==> src/rtl/tlgr_pkg.sv <==
// Shared types, constants and font functions for the text line glyph rasterizer.
// Used by every module of the block; depends on nothing.
package tlgr_pkg;

  typedef enum logic [1:0] {
    MODE_BEGIN  = 2'd0,
    MODE_CHAR   = 2'd1,
    MODE_END    = 2'd2,
    MODE_SETROW = 2'd3
  } mode_t;

  localparam logic [8:0] WRAP_ABOVE  = 9'd444;
  localparam logic [8:0] WRAP_TO     = 9'd124;
  localparam logic [8:0] ROW_MAX     = 9'd511;
  localparam logic [9:0] COL_START   = 10'd20;
  localparam logic [9:0] COL_LIMIT   = 10'd612;
  localparam logic [9:0] COL_STEP    = 10'd12;
  localparam logic [9:0] LINE_HEIGHT = 10'd22;
  localparam logic [9:0] FILL_X      = 10'd16;
  localparam logic [9:0] FILL_LEN    = 10'd608;
  localparam logic [9:0] GLYPH_LEN   = 10'd10;
  localparam logic [4:0] FILL_END    = 5'd21;
  localparam logic [4:0] GLYPH_END   = 5'd13;

  localparam logic [15:0] BG_RESET   = 16'h0864;
  localparam logic [15:0] TEXT_RESET = 16'hFFFF;

  localparam int QDEPTH = 2;
  localparam int QAW    = $clog2(QDEPTH);

  localparam int FONT_GLYPHS = 36;
  localparam logic [5:0] G_DIGIT0 = 6'd26;
  localparam logic [5:0] G_DASH   = 6'd36;
  localparam logic [5:0] G_COLON  = 6'd37;
  localparam logic [5:0] G_DOT    = 6'd38;
  localparam logic [5:0] G_SLASH  = 6'd39;
  localparam logic [5:0] G_NONE   = 6'd40;

  typedef struct packed {
    logic       is_fill;
    logic [8:0] row;
    logic [9:0] x;
    logic [5:0] glyph;
  } cmd_t;

  localparam logic [4:0] FONT [FONT_GLYPHS][7] = '{
    '{5'd14,5'd17,5'd17,5'd31,5'd17,5'd17,5'd17}, '{5'd30,5'd17,5'd17,5'd30,5'd17,5'd17,5'd30},
    '{5'd14,5'd17,5'd16,5'd16,5'd16,5'd17,5'd14}, '{5'd30,5'd17,5'd17,5'd17,5'd17,5'd17,5'd30},
    '{5'd31,5'd16,5'd16,5'd30,5'd16,5'd16,5'd31}, '{5'd31,5'd16,5'd16,5'd30,5'd16,5'd16,5'd16},
    '{5'd14,5'd17,5'd16,5'd23,5'd17,5'd17,5'd15}, '{5'd17,5'd17,5'd17,5'd31,5'd17,5'd17,5'd17},
    '{5'd14,5'd4,5'd4,5'd4,5'd4,5'd4,5'd14},      '{5'd7,5'd2,5'd2,5'd2,5'd18,5'd18,5'd12},
    '{5'd17,5'd18,5'd20,5'd24,5'd20,5'd18,5'd17}, '{5'd16,5'd16,5'd16,5'd16,5'd16,5'd16,5'd31},
    '{5'd17,5'd27,5'd21,5'd21,5'd17,5'd17,5'd17}, '{5'd17,5'd25,5'd21,5'd19,5'd17,5'd17,5'd17},
    '{5'd14,5'd17,5'd17,5'd17,5'd17,5'd17,5'd14}, '{5'd30,5'd17,5'd17,5'd30,5'd16,5'd16,5'd16},
    '{5'd14,5'd17,5'd17,5'd17,5'd21,5'd18,5'd13}, '{5'd30,5'd17,5'd17,5'd30,5'd20,5'd18,5'd17},
    '{5'd15,5'd16,5'd16,5'd14,5'd1,5'd1,5'd30},   '{5'd31,5'd4,5'd4,5'd4,5'd4,5'd4,5'd4},
    '{5'd17,5'd17,5'd17,5'd17,5'd17,5'd17,5'd14}, '{5'd17,5'd17,5'd17,5'd17,5'd17,5'd10,5'd4},
    '{5'd17,5'd17,5'd17,5'd21,5'd21,5'd27,5'd17}, '{5'd17,5'd17,5'd10,5'd4,5'd10,5'd17,5'd17},
    '{5'd17,5'd17,5'd10,5'd4,5'd4,5'd4,5'd4},     '{5'd31,5'd1,5'd2,5'd4,5'd8,5'd16,5'd31},
    '{5'd14,5'd17,5'd19,5'd21,5'd25,5'd17,5'd14}, '{5'd4,5'd12,5'd4,5'd4,5'd4,5'd4,5'd14},
    '{5'd14,5'd17,5'd1,5'd2,5'd4,5'd8,5'd31},     '{5'd30,5'd1,5'd1,5'd14,5'd1,5'd1,5'd30},
    '{5'd2,5'd6,5'd10,5'd18,5'd31,5'd2,5'd2},     '{5'd31,5'd16,5'd16,5'd30,5'd1,5'd1,5'd30},
    '{5'd14,5'd16,5'd16,5'd30,5'd17,5'd17,5'd14}, '{5'd31,5'd1,5'd2,5'd4,5'd8,5'd8,5'd8},
    '{5'd14,5'd17,5'd17,5'd14,5'd17,5'd17,5'd14}, '{5'd14,5'd17,5'd17,5'd15,5'd1,5'd1,5'd14}
  };

  function automatic logic [5:0] classify(input logic [7:0] code);
    logic [7:0] c;
    logic [7:0] d;
    c = code;
    if (c >= 8'h61 && c <= 8'h7A) c = c - 8'd32;
    if (c >= 8'h41 && c <= 8'h5A) begin
      d = c - 8'h41;
      return d[5:0];
    end
    if (c >= 8'h30 && c <= 8'h39) begin
      d = c - 8'h30;
      return d[5:0] + G_DIGIT0;
    end
    if (c == 8'h2D) return G_DASH;
    if (c == 8'h3A) return G_COLON;
    if (c == 8'h2E) return G_DOT;
    if (c == 8'h2F) return G_SLASH;
    return G_NONE;
  endfunction

  function automatic logic [4:0] glyph_row(input logic [5:0] g, input logic [2:0] y);
    logic [4:0] bits;
    bits = '0;
    if (g < 6'(FONT_GLYPHS)) begin
      bits = FONT[g][y];
    end else if (g == G_DASH) begin
      bits = (y == 3'd3) ? 5'd14 : 5'd0;
    end else if (g == G_COLON) begin
      bits = (y == 3'd2 || y == 3'd5) ? 5'd4 : 5'd0;
    end else if (g == G_DOT) begin
      bits = (y == 3'd6) ? 5'd4 : 5'd0;
    end else if (g == G_SLASH) begin
      bits = 5'd1 << ((y < 3'd5) ? y : 3'd4);
    end
    return bits;
  endfunction

  function automatic logic [9:0] double_mask(input logic [4:0] b);
    return {b[4], b[4], b[3], b[3], b[2], b[2], b[1], b[1], b[0], b[0]};
  endfunction

endpackage

==> src/rtl/tlgr_front.sv <==
// Front end: accepts text items, keeps the line row and column, and queues draw commands.
// Depends on tlgr_pkg.
module tlgr_front import tlgr_pkg::*; (
  input  logic       clk,
  input  logic       rst,
  input  logic       in_valid,
  output logic       in_ready,
  input  mode_t      mode,
  input  logic [7:0] char_code,
  input  logic [8:0] new_row,
  input  logic       q_full,
  output logic       push,
  output cmd_t       push_cmd
);

  logic [8:0] line_row;
  logic [8:0] line_row_next;
  logic [9:0] column;
  logic [9:0] column_next;
  logic [9:0] row_sum;
  logic [8:0] wrap_row;
  logic       accept;

  assign in_ready = !q_full;
  assign accept   = in_valid && in_ready;
  assign row_sum  = {1'b0, line_row} + LINE_HEIGHT;
  assign wrap_row = (line_row > WRAP_ABOVE) ? WRAP_TO : line_row;

  always_comb begin
    line_row_next = line_row;
    column_next   = column;
    push          = 1'b0;
    push_cmd      = '{is_fill: 1'b0, row: line_row, x: column, glyph: classify(char_code)};
    if (accept) begin
      unique case (mode)
        MODE_BEGIN: begin
          line_row_next    = wrap_row;
          column_next      = COL_START;
          push             = 1'b1;
          push_cmd.is_fill = 1'b1;
          push_cmd.row     = wrap_row;
        end
        MODE_CHAR: begin
          if (column < COL_LIMIT) begin
            push        = 1'b1;
            column_next = column + COL_STEP;
          end
        end
        MODE_END: begin
          line_row_next = (row_sum > {1'b0, ROW_MAX}) ? ROW_MAX : row_sum[8:0];
        end
        MODE_SETROW: begin
          line_row_next = new_row;
        end
      endcase
    end
  end

  always_ff @(posedge clk) begin
    if (rst) begin
      line_row <= '0;
      column   <= COL_START;
    end else begin
      line_row <= line_row_next;
      column   <= column_next;
    end
  end

  a_column_range: assert property (@(posedge clk) disable iff (rst)
    column >= COL_START && column < COL_LIMIT + COL_STEP)
    else $error("column left its reachable range");

endmodule

==> src/rtl/tlgr_queue.sv <==
// Short command queue between the front end and the row sequencer.
// Depends on tlgr_pkg.
module tlgr_queue import tlgr_pkg::*; (
  input  logic clk,
  input  logic rst,
  input  logic push,
  input  cmd_t push_cmd,
  output logic full,
  input  logic pop,
  output logic empty,
  output cmd_t head
);

  cmd_t             slots [QDEPTH];
  logic [QAW-1:0]   wr_ptr;
  logic [QAW-1:0]   rd_ptr;
  logic [QAW:0]     count;

  assign full  = (count == (QAW+1)'(QDEPTH));
  assign empty = (count == '0);
  assign head  = slots[rd_ptr];

  always_ff @(posedge clk) begin
    if (push) slots[wr_ptr] <= push_cmd;
  end

  always_ff @(posedge clk) begin
    if (rst) begin
      wr_ptr <= '0;
      rd_ptr <= '0;
      count  <= '0;
    end else begin
      if (push) wr_ptr <= wr_ptr + 1'b1;
      if (pop)  rd_ptr <= rd_ptr + 1'b1;
      count <= count + (QAW+1)'(push) - (QAW+1)'(pop);
    end
  end

  a_no_overflow: assert property (@(posedge clk) disable iff (rst) !(push && full))
    else $error("queue written while full");
  a_no_underflow: assert property (@(posedge clk) disable iff (rst) !(pop && empty))
    else $error("queue read while empty");

endmodule

==> src/rtl/tlgr_back.sv <==
// Back end: steps through the rows of each queued command and drives the output register.
// Depends on tlgr_pkg.
module tlgr_back import tlgr_pkg::*; (
  input  logic        clk,
  input  logic        rst,
  input  logic        q_empty,
  input  cmd_t        head,
  output logic        pop,
  input  logic [15:0] background_colour,
  input  logic [15:0] text_colour,
  output logic        out_valid,
  input  logic        out_ready,
  output logic        kind,
  output logic [8:0]  line_y,
  output logic [9:0]  x_start,
  output logic [9:0]  span_length,
  output logic [9:0]  pixel_mask,
  output logic [15:0] colour,
  output logic        last
);

  logic [4:0] cnt;
  logic [4:0] end_cnt;
  logic       load;
  logic       at_end;

  assign end_cnt = head.is_fill ? FILL_END : GLYPH_END;
  assign at_end  = (cnt == end_cnt);
  assign load    = !q_empty && (!out_valid || out_ready);
  assign pop     = load && at_end;

  always_ff @(posedge clk) begin
    if (rst) begin
      cnt       <= '0;
      out_valid <= 1'b0;
    end else begin
      if (load) begin
        out_valid <= 1'b1;
        cnt       <= at_end ? 5'd0 : cnt + 5'd1;
      end else if (out_ready) begin
        out_valid <= 1'b0;
      end
    end
  end

  always_ff @(posedge clk) begin
    if (load) begin
      kind   <= head.is_fill;
      line_y <= head.row + {4'd0, cnt};
      last   <= at_end;
      if (head.is_fill) begin
        x_start     <= FILL_X;
        span_length <= FILL_LEN;
        pixel_mask  <= '0;
        colour      <= background_colour;
      end else begin
        x_start     <= head.x;
        span_length <= GLYPH_LEN;
        pixel_mask  <= double_mask(glyph_row(head.glyph, cnt[3:1]));
        colour      <= text_colour;
      end
    end
  end

  a_hold_on_stall: assert property (@(posedge clk) disable iff (rst)
    out_valid && !out_ready |=> $stable(cnt))
    else $error("row counter moved while the output was stalled");

endmodule

==> src/rtl/text_line_glyph_rasterizer.sv <==
// Top level of the text line glyph rasterizer: stream ports, APB registers, and
// the front end, command queue and row sequencer. Depends on tlgr_pkg and its modules.
//
// Input requests arrive on s_tvalid/s_tready; s_tuser carries the mode and
// s_tdata the character byte and new row. Each begin-line request yields 22
// background fill writes, each character within the line yields 14 glyph row writes,
// and end-line, set-row and characters past the line end yield none. Writes
// leave on m_tvalid/m_tready with m_tlast on the final write of a request.
// Each draw command passes through the command queue to the output register. The row
// sequencer emits one write per cycle while the receiver takes them; a two-entry
// command queue lets the front end keep taking requests while the sequencer works,
// and requests with no output never enter the queue. When the receiver stalls, the
// output register holds its write, the sequencer waits, and s_tready falls once the
// queue is full.
// Reset clears the row to 0, the column to 20, the queue and the output valid,
// and loads the colour registers with 0x0864 and 0xFFFF. Registers sit at
// byte 0 (background colour) and byte 4 (text colour) of the APB port.
module text_line_glyph_rasterizer import tlgr_pkg::*; (
  input  logic        clk,
  input  logic        rst,
  input  logic        s_tvalid,
  output logic        s_tready,
  input  logic [23:0] s_tdata,   // char_code[7:0], new_row[16:8], zero pad[23:17]
  input  logic [1:0]  s_tuser,   // mode[1:0]
  output logic        m_tvalid,
  input  logic        m_tready,
  output logic [55:0] m_tdata,   // line_y, x_start, span_length, pixel_mask, colour, zero pad
  output logic [0:0]  m_tuser,   // kind[0]
  output logic        m_tlast,
  input  logic        psel,
  input  logic        penable,
  input  logic        pwrite,
  input  logic [2:0]  paddr,
  input  logic [31:0] pwdata,
  output logic [31:0] prdata,
  output logic        pready
);

  logic [15:0] background_colour;
  logic [15:0] text_colour;
  logic        q_full;
  logic        q_empty;
  logic        push;
  logic        pop;
  cmd_t        push_cmd;
  cmd_t        head;
  logic        kind;
  logic [8:0]  line_y;
  logic [9:0]  x_start;
  logic [9:0]  span_length;
  logic [9:0]  pixel_mask;
  logic [15:0] colour;

  assign pready = 1'b1;
  assign prdata = {16'd0, paddr[2] ? text_colour : background_colour};

  always_ff @(posedge clk) begin
    if (rst) begin
      background_colour <= BG_RESET;
      text_colour       <= TEXT_RESET;
    end else if (psel && penable && pwrite && pready) begin
      if (paddr[2]) text_colour <= pwdata[15:0];
      else          background_colour <= pwdata[15:0];
    end
  end

  tlgr_front u_front (
    .clk       (clk),
    .rst       (rst),
    .in_valid  (s_tvalid),
    .in_ready  (s_tready),
    .mode      (mode_t'(s_tuser)),
    .char_code (s_tdata[7:0]),
    .new_row   (s_tdata[16:8]),
    .q_full    (q_full),
    .push      (push),
    .push_cmd  (push_cmd)
  );

  tlgr_queue u_queue (
    .clk      (clk),
    .rst      (rst),
    .push     (push),
    .push_cmd (push_cmd),
    .full     (q_full),
    .pop      (pop),
    .empty    (q_empty),
    .head     (head)
  );

  tlgr_back u_back (
    .clk               (clk),
    .rst               (rst),
    .q_empty           (q_empty),
    .head              (head),
    .pop               (pop),
    .background_colour (background_colour),
    .text_colour       (text_colour),
    .out_valid         (m_tvalid),
    .out_ready         (m_tready),
    .kind              (kind),
    .line_y            (line_y),
    .x_start           (x_start),
    .span_length       (span_length),
    .pixel_mask        (pixel_mask),
    .colour            (colour),
    .last              (m_tlast)
  );

  assign m_tuser = kind;
  assign m_tdata = {1'b0, colour, pixel_mask, span_length, x_start, line_y};

endmodule

==> config.mk <==
export PLATFORM = sky130hd
export DESIGN_NAME = text_line_glyph_rasterizer
export DESIGN_NICKNAME = d
export VERILOG_FILES = /design/src/rtl/tlgr_pkg.sv /design/src/rtl/tlgr_front.sv /design/src/rtl/tlgr_queue.sv /design/src/rtl/tlgr_back.sv /design/src/rtl/text_line_glyph_rasterizer.sv
export SDC_FILE = /design/constraint.sdc
export NUM_CORES = 1
export LEC_CHECK = 0
export BUFFER_PORTS_ARGS = -buffer_cell sky130_fd_sc_hd__buf_2
export CORE_MARGIN = 2
export CORE_UTILIZATION = 37
export DETAILED_ROUTE_END_ITERATION = 7
export PLACE_DENSITY = 0.63
export SYNTH_ARGS = -nofsm -noshare
export SYNTH_HDL_FRONTEND = slang
export SYNTH_HIERARCHICAL = 1
export SYNTH_SLANG_ARGS = --single-unit
==> constraint.sdc <==
create_clock -name clk -period 3 [get_ports clk]
set_input_delay 0.3 -clock clk [delete_from_list [all_inputs] [get_ports clk]]
set_output_delay 0.3 -clock clk [all_outputs]
set_load 0.005 [all_outputs]
* Yosys cells after proc, flatten, opt, wreduce, memory -nomap -nowiden
Memories as Yosys holds them, arrays and structs flattened. A register that Yosys moved wholly into a read port is not among the register bits.
Cells that the tools add are included.
** Cells by class
- $add $sub $neg :: 12
- Magnitude comparators :: 13
- Equal/unequal tests :: 18
- Shift-type cells :: 1
- Muxes and demuxes :: 70
- Bitwise logic cells :: 3
- Reductions and logical operators :: 22
** Operators by type and width (count)
- 6-bit two-way mux :: 13
- 35-bit two-way mux :: 2
- 5-bit two-way mux :: 9
- 10-bit two-way mux :: 4
- 8-bit by 6-bit equality test with 1-bit output (second input constant) :: 4
- 16-bit two-way mux :: 2
- 1-bit two-way mux :: 29
- 9-bit case mux with 3 select lines :: 1
- 6-bit equality test (second input constant) :: 4
- 10-bit case mux with 2 select lines :: 1
- 9-bit two-way mux :: 2
- 8-bit by 7-bit >= comparator with 1-bit output (second input constant) :: 2
- 8-bit by 7-bit <= comparator with 1-bit output (second input constant) :: 2
- 5-bit binary-select mux with 3-bit select :: 1
- 10-bit by 4-bit adder with 10-bit output (second input constant) :: 1
- 9-bit by 5-bit adder with 10-bit output (second input constant) :: 1
- 10-bit by 9-bit > comparator with 1-bit output (second input constant) :: 1
- 10-bit less-than comparator (second input constant) :: 1
- 9-bit by 5-bit adder with 9-bit output :: 1
- 9-bit > comparator (second input constant) :: 1
- 3-bit two-way mux :: 3
- 8-bit by 6-bit >= comparator with 1-bit output (second input constant) :: 1
- 8-bit by 6-bit <= comparator with 1-bit output (second input constant) :: 1
- 1-bit logical AND :: 8
- 32 further kinds :: 44
** Word-level totals
- Register bits after elaboration :: 117
- Bits in writable memories :: 52
- Bits in read-only memories :: 2240
- Input bits :: 68
- Word-level logic and storage cells :: 157
- Memories kept :: 2
** Memory list
- (no name shown) :: words 64, width 35, read ports 1, clocked after Yosys merged registers in 0, wr ports 0, RTL line tlgr_pkg.sv:91 : bits = FONT[g][y];
- u_queue.slots :: words 2, width 26, read ports 1, clocked after Yosys merged registers in 1, wr ports 1, RTL line tlgr_queue.sv:14 : cmd_t slots [QDEPTH];

* Depth between registers and ports, before layout
- Depth after elaboration :: 27
- Gate-level depth with buffers :: 14

* Hierarchy
The synthesis kept the hierarchy.
** By module, submodules not included
- tlgr_back :: instances 1, cells each 456, area an instance 4157.7 sq um
- tlgr_queue :: instances 1, cells each 102, area an instance 2197.1 sq um
- text_line_glyph_rasterizer :: instances 1, cells each 176, area an instance 1684.1 sq um
- tlgr_front :: instances 1, cells each 218, area an instance 1577.8 sq um

* Worst setup path before layout
OpenSTA, ideal clock, no wires.
- Kind :: flip-flop to flip-flop
- Start :: register u_front.column[2]
- End :: memory u_queue/slots[0][0] in the netlist's numbering, enable pin
- Setup time :: 0.412 ns
- Arrival time :: 2.655 ns
- Data required time :: 2.588 ns
- Setup slack :: -0.067 ns
- Cell stages (with the launch flop) :: 9
- Clock period less this slack :: 3.067 ns
- Cells stage by stage :: dfxtp_1 inv_1 ha_1 nor2b_1 o21ai_1 a311o_1 buf_2 inv_2 nor2b_1
** Between the ends
- Longest elaborated chain between the ends :: 6
** RTL lines
- from (decl) :: RTL line tlgr_front.sv:18 : logic [9:0] column;
- from (signal assigned) :: RTL line tlgr_front.sv:65 : column <= column_next;
- 10-bit less-than comparator :: RTL line tlgr_front.sv:44 : if (column < COL_LIMIT) begin
- 1-bit two-way mux :: RTL line tlgr_front.sv:44
- 1-bit case mux with 2 select lines :: RTL line tlgr_front.sv:35 : unique case (mode)
- 1-bit two-way mux :: RTL line tlgr_front.sv:34 : if (accept) begin
- via push :: RTL line text_line_glyph_rasterizer.sv:43 : logic push;
- 1-bit two-way mux :: RTL line tlgr_queue.sv:24 : if (push) slots[wr_ptr] <= push_cmd;
- 1-bit two-way mux (not written as such) :: RTL line tlgr_queue.sv:24
- to (decl) :: RTL line tlgr_queue.sv:14
The timed path passes the listed nets, and every way through them passes these cells.

==> metrics <==
result of the run finished clean; Clock Sinks 155; highest clock rate roughly 360 MHz; Hold Path Class in2reg; relative slew slack 56.82%; Cell Area, Synth approximately 9600 um^2; Seq/Total Area, Yosys a little over two fifths; clock latency on the worst-skew pair 430 ps; end of the worst hold path background_colour[13]; via count between 7,000 and 8,000; vias in the first global route between 6,000 and 7,000; clk buf depth 2; asr flop ratio synth 0%; most common cell after layout, fill and taps aside buf_2; Slew @ Worst Pin roughly 640 ps; pin count of the biggest net entering global routing 73; worst path cell trace buf_4, mux2_4, buf_12, nand2b_1, a311oi_1, a2111oi_0, buf_4, a2111oi_2, and3_1, o31ai_2; Top Usage Layer GRT met2; initial DRC count between 500 and 600; Post-route DRC 0; final WL 23,740 um; post-route ant nets 0; Initial Utilization around 37%; Required @ worst endpoint approximately 3200 ps; Setup Crit Path Kind reg2reg; Cell Count Post-Placement roughly 1,400; I/O Pins roughly 160; # nets final about 1,200; met2 Use GR approximately 28%; Die X approximately 170 um; worst reg2reg setup slack roughly 200 ps; YS warnings 6; Top FF cell, synth edfxtp_1; dpl ws -7.970 ps; CTS buffer count 17; EDFF count, synth between 90 and 100; post-layout min period 2803 ps; most frequent CP cell buf_4; Syn Area/Cell 10.10 um^2; hold-critical path depth 3; Core Area around 26,000 um^2; Initial DRT Pass Iterations 5; startpoint types flop; Buffers on Ports around 110; worst vdd ir around 370 uV; Crit-path slowest cell dfxtp_2; GRT Total Usage 17.27%; die area approximately 27,000 um^2; cts-stage hold buffer count 0; Root Driver clkbuf_16; FF-to-FF path depth 10; H-Tree Depth 4; total chip power 0.005469 W; Worst-path clk slew about 70 ps; wire per inst approximately 17 um; Netlist cell types 84; dpl hpwl about 17,000 um; Yosys reg bits 155; fin crit share 93.42%; # rows ~60; Via density approximately 5.3; grt met1 use around 23%; Max FO, Critical Path 15; met3 Track Usage GR around 3.5%; Final Hold Fails 0; first-pass GRT wire length between 30,000 and 40,000 um; total grt overflow 0; antenna fix cells 0; Setup-failing EPs final 0; Pleak roughly 4.3 nW; Worst Path Arrival 2980 ps; Syn Inst Count around 950; initial antenna violation count 0; Slew Viols, Final 0; max_cap viols 0; setup repair after global routing missed its margin no; CP peak stage delay between 300 and 400 ps; RR Endpoint u_back/pixel_mask[1]; RD Place Congestion 0.9097; CTS tree yes; PD cells approximately 500 nW/um^2; Final WS setup between 150 and 200 ps; final setup skew around 10 ps; postcts setup bufs 0; die height between 150 and 200 um; most frequent cells in the layout buf_2 (112), edfxtp_1 (95), nor2_1 (82); final non-filler cell total roughly 1,400; CP Capture Type flop; layout cells sized above 1 a little over a quarter; area grow syn2layout 16.60%; hold path start pwdata[13]
==> layout make-up <==
type	instances	area, um^2
Sequential cell	155	4055
Clock inverter	13	162.7
Fill cell	2435	14550
Multi-Input combinational cell	689	4882
Clock buffer	19	475.5
Tap cell	335	419.2
Inverter	29	108.9
Timing Repair Buffer	178	1110
==> how the worst max path moves through the flow <==
stage | startpoint | to | slack [ps] | cells past startpoint
2_1_floorplan | flop | u_back/pixel_mask[8] | 60 | 12
3_3_place_gp | flop | u_back/pixel_mask[1] | -20 | 10
3_5_place_dp | flop | u_back/pixel_mask[1] | -8 | 10
4_1_cts | flop | u_back/pixel_mask[1] | 50 | 10
5_1_grt | flop | u_back/pixel_mask[1] | 60 | 10
6_report | flop | u_back/pixel_mask[1] | 200 | 10
==> worst max-delay path: cells and delay by family, from the launching register on <==
family	cells	cell delay, ps
and+or+nand+nor	2	440
DFF	1	380
buffers and inverters	3	480
AOI/OAI and AO/OA	4	880
muxes	1	350
==> state kept, by name (all words and copies together) (netlist names), 8 cells and up, named ones only <==
| signal | cells |
|---|---|
| u_queue/slots | 52 |
| text_colour | 16 |
| u_front/column | 8 |
| u_back/colour | 16 |
| u_front/line_row | 9 |
| u_back/x_start | 10 |
| background_colour | 16 |
| u_back/line_y | 9 |
==> logic make-up (layout without fill, tap and decap cells) <==
group | after synthesis | count (layout) | synth area share (%)
flops | 155 | 155 | 42.15
fa+ha+maj | 32 | 32 | 4.241
simple gates | 295 | 295 | 16.02
xor+xnor | 19 | 19 | 1.874
mux | 99 | 99 | 11.98
other cells | 4 | 25 | 0.1561
compound gates | 219 | 219 | 15.59
buf+inv | 129 | 239 | 7.989
==> metal layers <==
layer  share of wire [%]  vias up
met5                   0        -
met4                 3.0        0
met2                  47      243
met1                  44     3581
met3                 5.4       45
li1                    -     3669
==> cell usage after synthesis (15+ instances only) <==
cell type / n / share of area [%]
a21oi_1: 45 / 2.3
a31oi_1: 15 / 0.98
buf_2: 23 / 1.2
buf_4: 35 / 2.7
clkbuf_1: 27 / 1.1
dfxtp_1: 60 / 12
edfxtp_1: 95 / 30
ha_1: 31 / 4.0
inv_1: 27 / 1.1
mux2_2: 39 / 4.6
mux2_4: 20 / 3.1
mux2i_1: 39 / 4.1
nand2_1: 43 / 1.7
nand2b_1: 46 / 3.0
nor2_1: 82 / 3.2
nor2b_1: 33 / 2.1
nor3_1: 15 / 0.78
o21ai_0: 36 / 1.9
==> stage by stage <==
step	hold WS (ps)	util, %	area [um^2]	TNS, ps
floorplan	369.1	-	9698	0
global placement	468.2	41.00	10560	-22.54
detailed placement	476.5	41.00	10560	-7.970
CTS	119.6	43.49	11200	0
global route	131.1	43.52	11210	0
finish	138.2	43.52	11210	0
==> power breakdown <==
| part | internal [W] | total [W] | switching (W) | leakage (nW) |
|---|---|---|---|---|
| Clock | 0.00130 | 0.00226 | 0.000966 | 0.315 |
| Sequential | 0.00237 | 0.00243 | 0.0000531 | 1.37 |
| Combinational | 0.000334 | 0.000779 | 0.000445 | 2.63 |
| Total | 0.00400 | 0.00547 | 0.00146 | 4.31 |
==> repair_timing <==
action                     4_1_cts  5_1_grt
pin swaps                        0        1
setup endpoints to repair        1        2
resized for setup                1        3
Note: power is estimated with default switching activity, not from simulation.
